## config.mk

```make
export PLATFORM = sky130hd
export DESIGN_NAME = meq_ctrl
export DESIGN_NICKNAME = d
export VERILOG_FILES = /design/src/rtl/core/mouse_event_queue_encoder_unit_defines.svh /design/src/rtl/core/meq_pkg.sv /design/src/rtl/core/meq_ctrl.sv
export SDC_FILE = /design/constraint.sdc
export NUM_CORES = 1
export LEC_CHECK = 0
export BUFFER_PORTS_ARGS = -buffer_cell sky130_fd_sc_hd__buf_2
export CAP_MARGIN = 20
export CORE_AREA = 5 5 42 44
export DETAILED_ROUTE_END_ITERATION = 10
export DIE_AREA = 0 0 47 49
export GPL_TIMING_DRIVEN = 0
export HOLD_SLACK_MARGIN = 0.02
export PLACE_DENSITY = 0.54
export SETUP_SLACK_MARGIN = 0.2
export SYNTH_ARGS = -nofsm -noshare
export SYNTH_HDL_FRONTEND = slang
export SYNTH_SLANG_ARGS = --single-unit
```

## constraint.sdc

```tcl
create_clock -name i_clk -period 1.3 [get_ports i_clk]
set_input_delay 0.065 -clock i_clk [delete_from_list [all_inputs] [get_ports i_clk]]
set_output_delay 0.065 -clock i_clk [all_outputs]
set_load 0.1 [all_outputs]
```

## src/rtl/core/mouse_event_queue_encoder_unit_defines.svh

```systemverilog
// ----------------------------------------------------------------------------
// Mouse event queue encoder - assertion macros
// Concurrent assertion forms used by meq_dp.
// ----------------------------------------------------------------------------
`ifndef MOUSE_EVENT_QUEUE_ENCODER_UNIT_DEFINES_SVH
`define MOUSE_EVENT_QUEUE_ENCODER_UNIT_DEFINES_SVH

// same-cycle implication
`define MEQ_ASSERT_IMP(lbl, clk, rst_n, ante, cons) \
    lbl: assert property (@(posedge clk) disable iff (!rst_n) (ante) |-> (cons)) \
        else $error("meq: assertion failed");

// next-cycle implication
`define MEQ_ASSERT_NXT(lbl, clk, rst_n, ante, cons) \
    lbl: assert property (@(posedge clk) disable iff (!rst_n) (ante) |=> (cons)) \
        else $error("meq: assertion failed");

`endif

```

## src/rtl/core/meq_pkg.sv

```systemverilog
// ----------------------------------------------------------------------------
// meq_pkg
// Types, codes and defaults shared by the mouse event queue encoder.
// ----------------------------------------------------------------------------
package meq_pkg;

    localparam int EVENT_DEPTH_DEF = 256;
    localparam int RAW_DEPTH_DEF   = 768;

    localparam int DELTA_W = 16;
    localparam int BTN_W   = 3;
    localparam int SEC_W   = 32;
    localparam int USEC_W  = 20;
    localparam int TYPE_W  = 2;
    localparam int CODE_W  = 9;
    localparam int BYTE_W  = 8;
    localparam int BODY_W  = TYPE_W + CODE_W + DELTA_W;
    localparam int STAMP_W = SEC_W + USEC_W;
    localparam int ENTRY_W = BODY_W + STAMP_W;

    typedef enum logic [1:0] {
        ACT_PUSH    = 2'd0,
        ACT_POP_EV  = 2'd1,
        ACT_POP_RAW = 2'd2,
        ACT_NOP     = 2'd3
    } t_action;

    localparam logic [TYPE_W-1:0] TYPE_SYNC = 2'd0;
    localparam logic [TYPE_W-1:0] TYPE_KEY  = 2'd1;
    localparam logic [TYPE_W-1:0] TYPE_REL  = 2'd2;

    localparam logic [CODE_W-1:0] CODE_X        = 9'd0;
    localparam logic [CODE_W-1:0] CODE_Y        = 9'd1;
    localparam logic [CODE_W-1:0] CODE_WHEEL    = 9'd8;
    localparam logic [CODE_W-1:0] CODE_SYNC     = 9'd0;
    localparam logic [CODE_W-1:0] CODE_BTN_LEFT = 9'd272;
    localparam logic [CODE_W-1:0] CODE_BTN_RGHT = 9'd273;
    localparam logic [CODE_W-1:0] CODE_BTN_MID  = 9'd274;

    // PS/2 flag byte bits
    localparam logic [BYTE_W-1:0] PS2_ALWAYS1 = 8'h08;
    localparam logic [BYTE_W-1:0] PS2_XSIGN   = 8'h10;
    localparam logic [BYTE_W-1:0] PS2_YSIGN   = 8'h20;

    typedef logic [2:0] t_slot;

    localparam t_slot SLOT_X     = 3'd0;
    localparam t_slot SLOT_Y     = 3'd1;
    localparam t_slot SLOT_WHEEL = 3'd2;
    localparam t_slot SLOT_LEFT  = 3'd3;
    localparam t_slot SLOT_RIGHT = 3'd4;
    localparam t_slot SLOT_MID   = 3'd5;
    localparam t_slot SLOT_SYNC  = 3'd6;

    typedef enum logic [1:0] {
        ST_IDLE   = 2'd0,
        ST_PUSH   = 2'd1,
        ST_POP_WB = 2'd2
    } t_state;

    typedef struct packed {
        logic  push_start;
        logic  ev_pop_start;
        logic  raw_pop_start;
        logic  slot_wr;
        t_slot slot;
        logic  out_load;
    } t_cmd;

    typedef struct packed {
        logic out_free;
    } t_sts;

endpackage

```

## src/rtl/core/meq_ctrl.sv

```systemverilog
// ----------------------------------------------------------------------------
// meq_ctrl
// Sequencer: accepts one item, steps the seven event slots of a push,
// hands a pop result to the output register.
// ----------------------------------------------------------------------------
module meq_ctrl (
    input  logic            i_clk,
    input  logic            i_rst_n,
    input  logic            i_valid,
    input  logic [1:0]      i_action,
    output logic            o_ready,
    input  meq_pkg::t_sts   i_sts,
    output meq_pkg::t_cmd   o_cmd
);

    meq_pkg::t_state r_state, n_state;
    meq_pkg::t_slot  r_slot, n_slot;

    always_ff @(posedge i_clk) begin
        if (!i_rst_n) begin
            r_state <= meq_pkg::ST_IDLE;
            r_slot  <= meq_pkg::SLOT_X;
        end else begin
            r_state <= n_state;
            r_slot  <= n_slot;
        end
    end

    always_comb begin
        n_state = r_state;
        n_slot  = r_slot;
        o_ready = 1'b0;
        o_cmd   = '0;
        o_cmd.slot = r_slot;
        case (r_state)
            meq_pkg::ST_IDLE: begin
                o_ready = 1'b1;
                if (i_valid) begin
                    case (meq_pkg::t_action'(i_action))
                        meq_pkg::ACT_PUSH: begin
                            o_cmd.push_start = 1'b1;
                            n_state = meq_pkg::ST_PUSH;
                            n_slot  = meq_pkg::SLOT_X;
                        end
                        meq_pkg::ACT_POP_EV: begin
                            o_cmd.ev_pop_start = 1'b1;
                            n_state = meq_pkg::ST_POP_WB;
                        end
                        meq_pkg::ACT_POP_RAW: begin
                            o_cmd.raw_pop_start = 1'b1;
                            n_state = meq_pkg::ST_POP_WB;
                        end
                        default: begin
                            n_state = meq_pkg::ST_IDLE;
                        end
                    endcase
                end
            end
            meq_pkg::ST_PUSH: begin
                o_cmd.slot_wr = 1'b1;
                if (r_slot == meq_pkg::SLOT_SYNC) begin
                    n_state = meq_pkg::ST_IDLE;
                end else begin
                    n_slot = r_slot + 3'd1;
                end
            end
            meq_pkg::ST_POP_WB: begin
                if (i_sts.out_free) begin
                    o_cmd.out_load = 1'b1;
                    n_state = meq_pkg::ST_IDLE;
                end
            end
            default: begin
                n_state = meq_pkg::ST_IDLE;
            end
        endcase
    end

endmodule

```

==> reports/qor.txt <==
TIMING
--------------------------------------------------------------------------------
Setup total negative slack                                                  0 ps
RSZ-0062 raised after global routing                                         yes
Worst-margin pin slew                                                     301 ps
Shortest clock period the worst path allows after layout                 1200 ps
Count of pins over their slew limit                                            0
Clock skew after layout                                                  3.47 ps
Worst relative slew slack                                                  0.800
Fraction of the cycle the final worst path needs                           0.922
Final setup violation count                                                    0
Fmax                                                                   0.834 GHz
Final Hold Vio Count                                                           0
Worst-case setup margin in the final layout                               102 ps

FINISH
--------------------------------------------------------------------------------
Share of post-route cells with drive strength above 1                      0.684
Final net count                                                               69
Area added between synthesis and finish                                    87.6%
Final cell area excluding filler cells                                   627 µm²
Area occupied by registers                                               116 µm²
Number of inserted filler cells in the final layout                          137
Number of antenna diodes                                                       0
Utilization after layout                                                   0.447
Area of combinational cells with multiple inputs                         253 µm²
Highest-count cells in the layout ignoring fill and taps            5 x clkbuf_4, 5 x buf_2, 5 x buf_12, 5 x buf_4

DETAILED ROUTING
--------------------------------------------------------------------------------
Via count of the routed design                                               332
WL per Instance                                                          10.2 µm
Detailed-router iteration count before antenna repair                          3
Violation count after the first detailed-routing iteration                     4
Remaining antenna violation count                                              0
Mean number of vias per cell                                                4.55
Routed WL                                                                 743 µm
Post-detailed-route DRC marker count                                           0

PLACE
--------------------------------------------------------------------------------
Quantity of I/O buffers inserted on ports                                     14
Gpl congestion                                                             0.619
Total placed instance area                                               474 µm²
Setup slack after placement                                               108 ps
Half-perimeter wire length of the detailed placement result               549 µm

GRT
--------------------------------------------------------------------------------
Pin count of the biggest net entering global routing                           8
Initial antenna violation count                                                0
Gr usage total                                                            0.0747
Remaining global-route overflow                                                0
First-pass GRT wire length                                               1.23 mm
Vias in the first global route                                               323

LOGIC SYNTHESIS
--------------------------------------------------------------------------------
Synthesized area                                                         334 µm²
Fraction of post-synthesis cell area in the top cell type by area          0.300
Synth Warn #                                                                   0
Count of mapped cells out of synthesis                                        35
Sequential fraction of the synthesis area                                  0.300
Post-Synthesis Mean Instance Area                                       9.54 µm²
Biggest area consumer among synthesized cells                            dfxtp_1
Dominant cells by area after synthesis                              dfxtp_1 30%, ha_1 19%, a31o_1 5.2%, and4bb_4 4.9%, inv_1 4.5%
Post-synth net total                                                          46
Seq cells post-synth                                                           5
Number of unique standard cell types used by synthesis                        21

FLOORPLAN
--------------------------------------------------------------------------------
Std cell rows                                                                 14
Area of the placeable core                                              1400 µm²
Die area                                                                2300 µm²
Initial core utilization                                                   0.238
Vertical extent of the die                                                 49 µm
Number of I/O pins                                                            15
Horizontal extent of the die                                               47 µm

CLOCKING
--------------------------------------------------------------------------------
H-tree depth                                                                   1
Number of buffers on the longest clock path                                    2
Total CTS buffers                                                              3
Clock-pin slew on the worst setup and hold paths                           50 ps
Sink Count                                                                     5
Root buf cell                                                           clkbuf_4
Latest clock arrival within the worst-skew pair                           240 ps
Clock tree from TritonCTS                                                  built
Count of hold buffers inserted by post-cts repair                              0

RUN
--------------------------------------------------------------------------------
Max-cap violations                                                             0

WORST SETUP PATH
--------------------------------------------------------------------------------
CP Capture Type                                                     primary output
CP Data Arrival Time                                                     1130 ps
Maximum net fanout on the critical path                                        5
Cells along the critical path                                       and4bb_4 > buf_12
Startpoint class of the critical path                                       flop
Cell with the largest stage delay on the worst path                     and4bb_4
Crit-path max cell delay                                                  370 ps
Worst Path Buf+Inv                                                             1
Critical Setup Path Class                                           flop to primary output
Kind of cell with the highest combined delay on the critical path   simple AND/OR/NAND/NOR gates
Required time reported for the critical path endpoint                    1240 ps

POWER
--------------------------------------------------------------------------------
Leakage power                                                           0.301 nW
Ratio of total power to cell area                                     876 nW/µm²
Post-layout power                                                         549 µW
Max rail drop VDD                                                         519 µV

STATUS
--------------------------------------------------------------------------------
Result of the run                                                   complete, no violations

WORST HOLD PATH
--------------------------------------------------------------------------------
Hold crit path type                                                 input port to flop

[through the flow]
stage	instances	hold slack [ps]
4_1_cts	73	96.3
6_report	73	103
3_5_place_dp	65	354
5_1_grt	73	109
3_3_place_gp	65	364
2_1_floorplan	35	188
[Yosys cell counts (all sizes together)]
library cell,n
a21o,1
a21oi,2
a31o,2
and3,2
and3b,1
and4,1
and4b,1
and4bb,1
dfxtp,5
ha,5
inv,5
mux2,1
nand2,2
nand2b,1
nor2,1
nor2b,1
nor3b,1
o211a,1
o21ai,1
[cell type report]
cell class | instances | area share
multi-input combinational | 25 | 0.403
clock buffer | 3 | 0.0359
sequential | 5 | 0.186
clock inverter | 1 | 0.00798
inverter | 5 | 0.0339
timing repair buffer | 18 | 0.301
tap | 16 | 0.0319
[where the power goes]
part           switching (mW)  internal [mW]  total [mW]
Combinational           0.130         0.0744       0.205
Clock                  0.0694          0.112       0.181
Sequential            0.00822          0.155       0.163
Total                   0.208          0.341       0.549
[worst reg2reg max path, delay by kind of cell (launching register included)]
kind	cells	cell delay, ps
AO/OA/AOI/OAI	2	250
AND/OR/NAND/NOR	1	370
flip-flops	1	340
buffers and inverters	1	120
[metal layers]
| layer | routed length [µm] | global-route usage | up-vias |
|---|---|---|---|
| met3 | 87 | 0.0258 | 2 |
| li1 | - | - | 170 |
| met4 | 16 | 0.0691 | 0 |
| met2 | 308 | 0.104 | 16 |
| met5 | 0 | 0 | - |
| met1 | 330 | 0.0837 | 144 |
[path summary, 6_finish.rpt]
kind                   start         end  slack [ps]  depth (start not counted)
setup / recovery  r_state[0]    o_cmd[7]         100                          2
hold / removal       i_rst_n   r_slot[2]         100                          2
setup reg to reg  r_state[0]   r_slot[1]         120                          4
hold reg to reg   r_state[0]  r_state[1]         460                          1
[flip-flops by register name, summed over array words and instances, names as in the netlist]
| signal | count |
|---|---|
| r_state | 2 |
| r_slot | 3 |
[repair_timing]
item | in CTS | in global routing
endpoints found under the setup margin | 10 | 12
buffers inserted | 4 | 0
gates resized for setup | 25 | 3
pin swaps | 3 | 0
cloned | 0 | 0
[logic make-up (layout without fill, tap and decap cells)]
| group | after synthesis | count (layout) | share of synthesized area |
|---|---|---|---|
| flops | 5 | 5 | 0.300 |
| fa+ha+maj | 5 | 5 | 0.187 |
| compound gates | 7 | 7 | 0.161 |
| mux | 1 | 1 | 0.0337 |
| buf+inv | 5 | 27 | 0.0562 |
| simple gates | 12 | 12 | 0.262 |
Note: power is estimated with default switching activity, not from simulation.
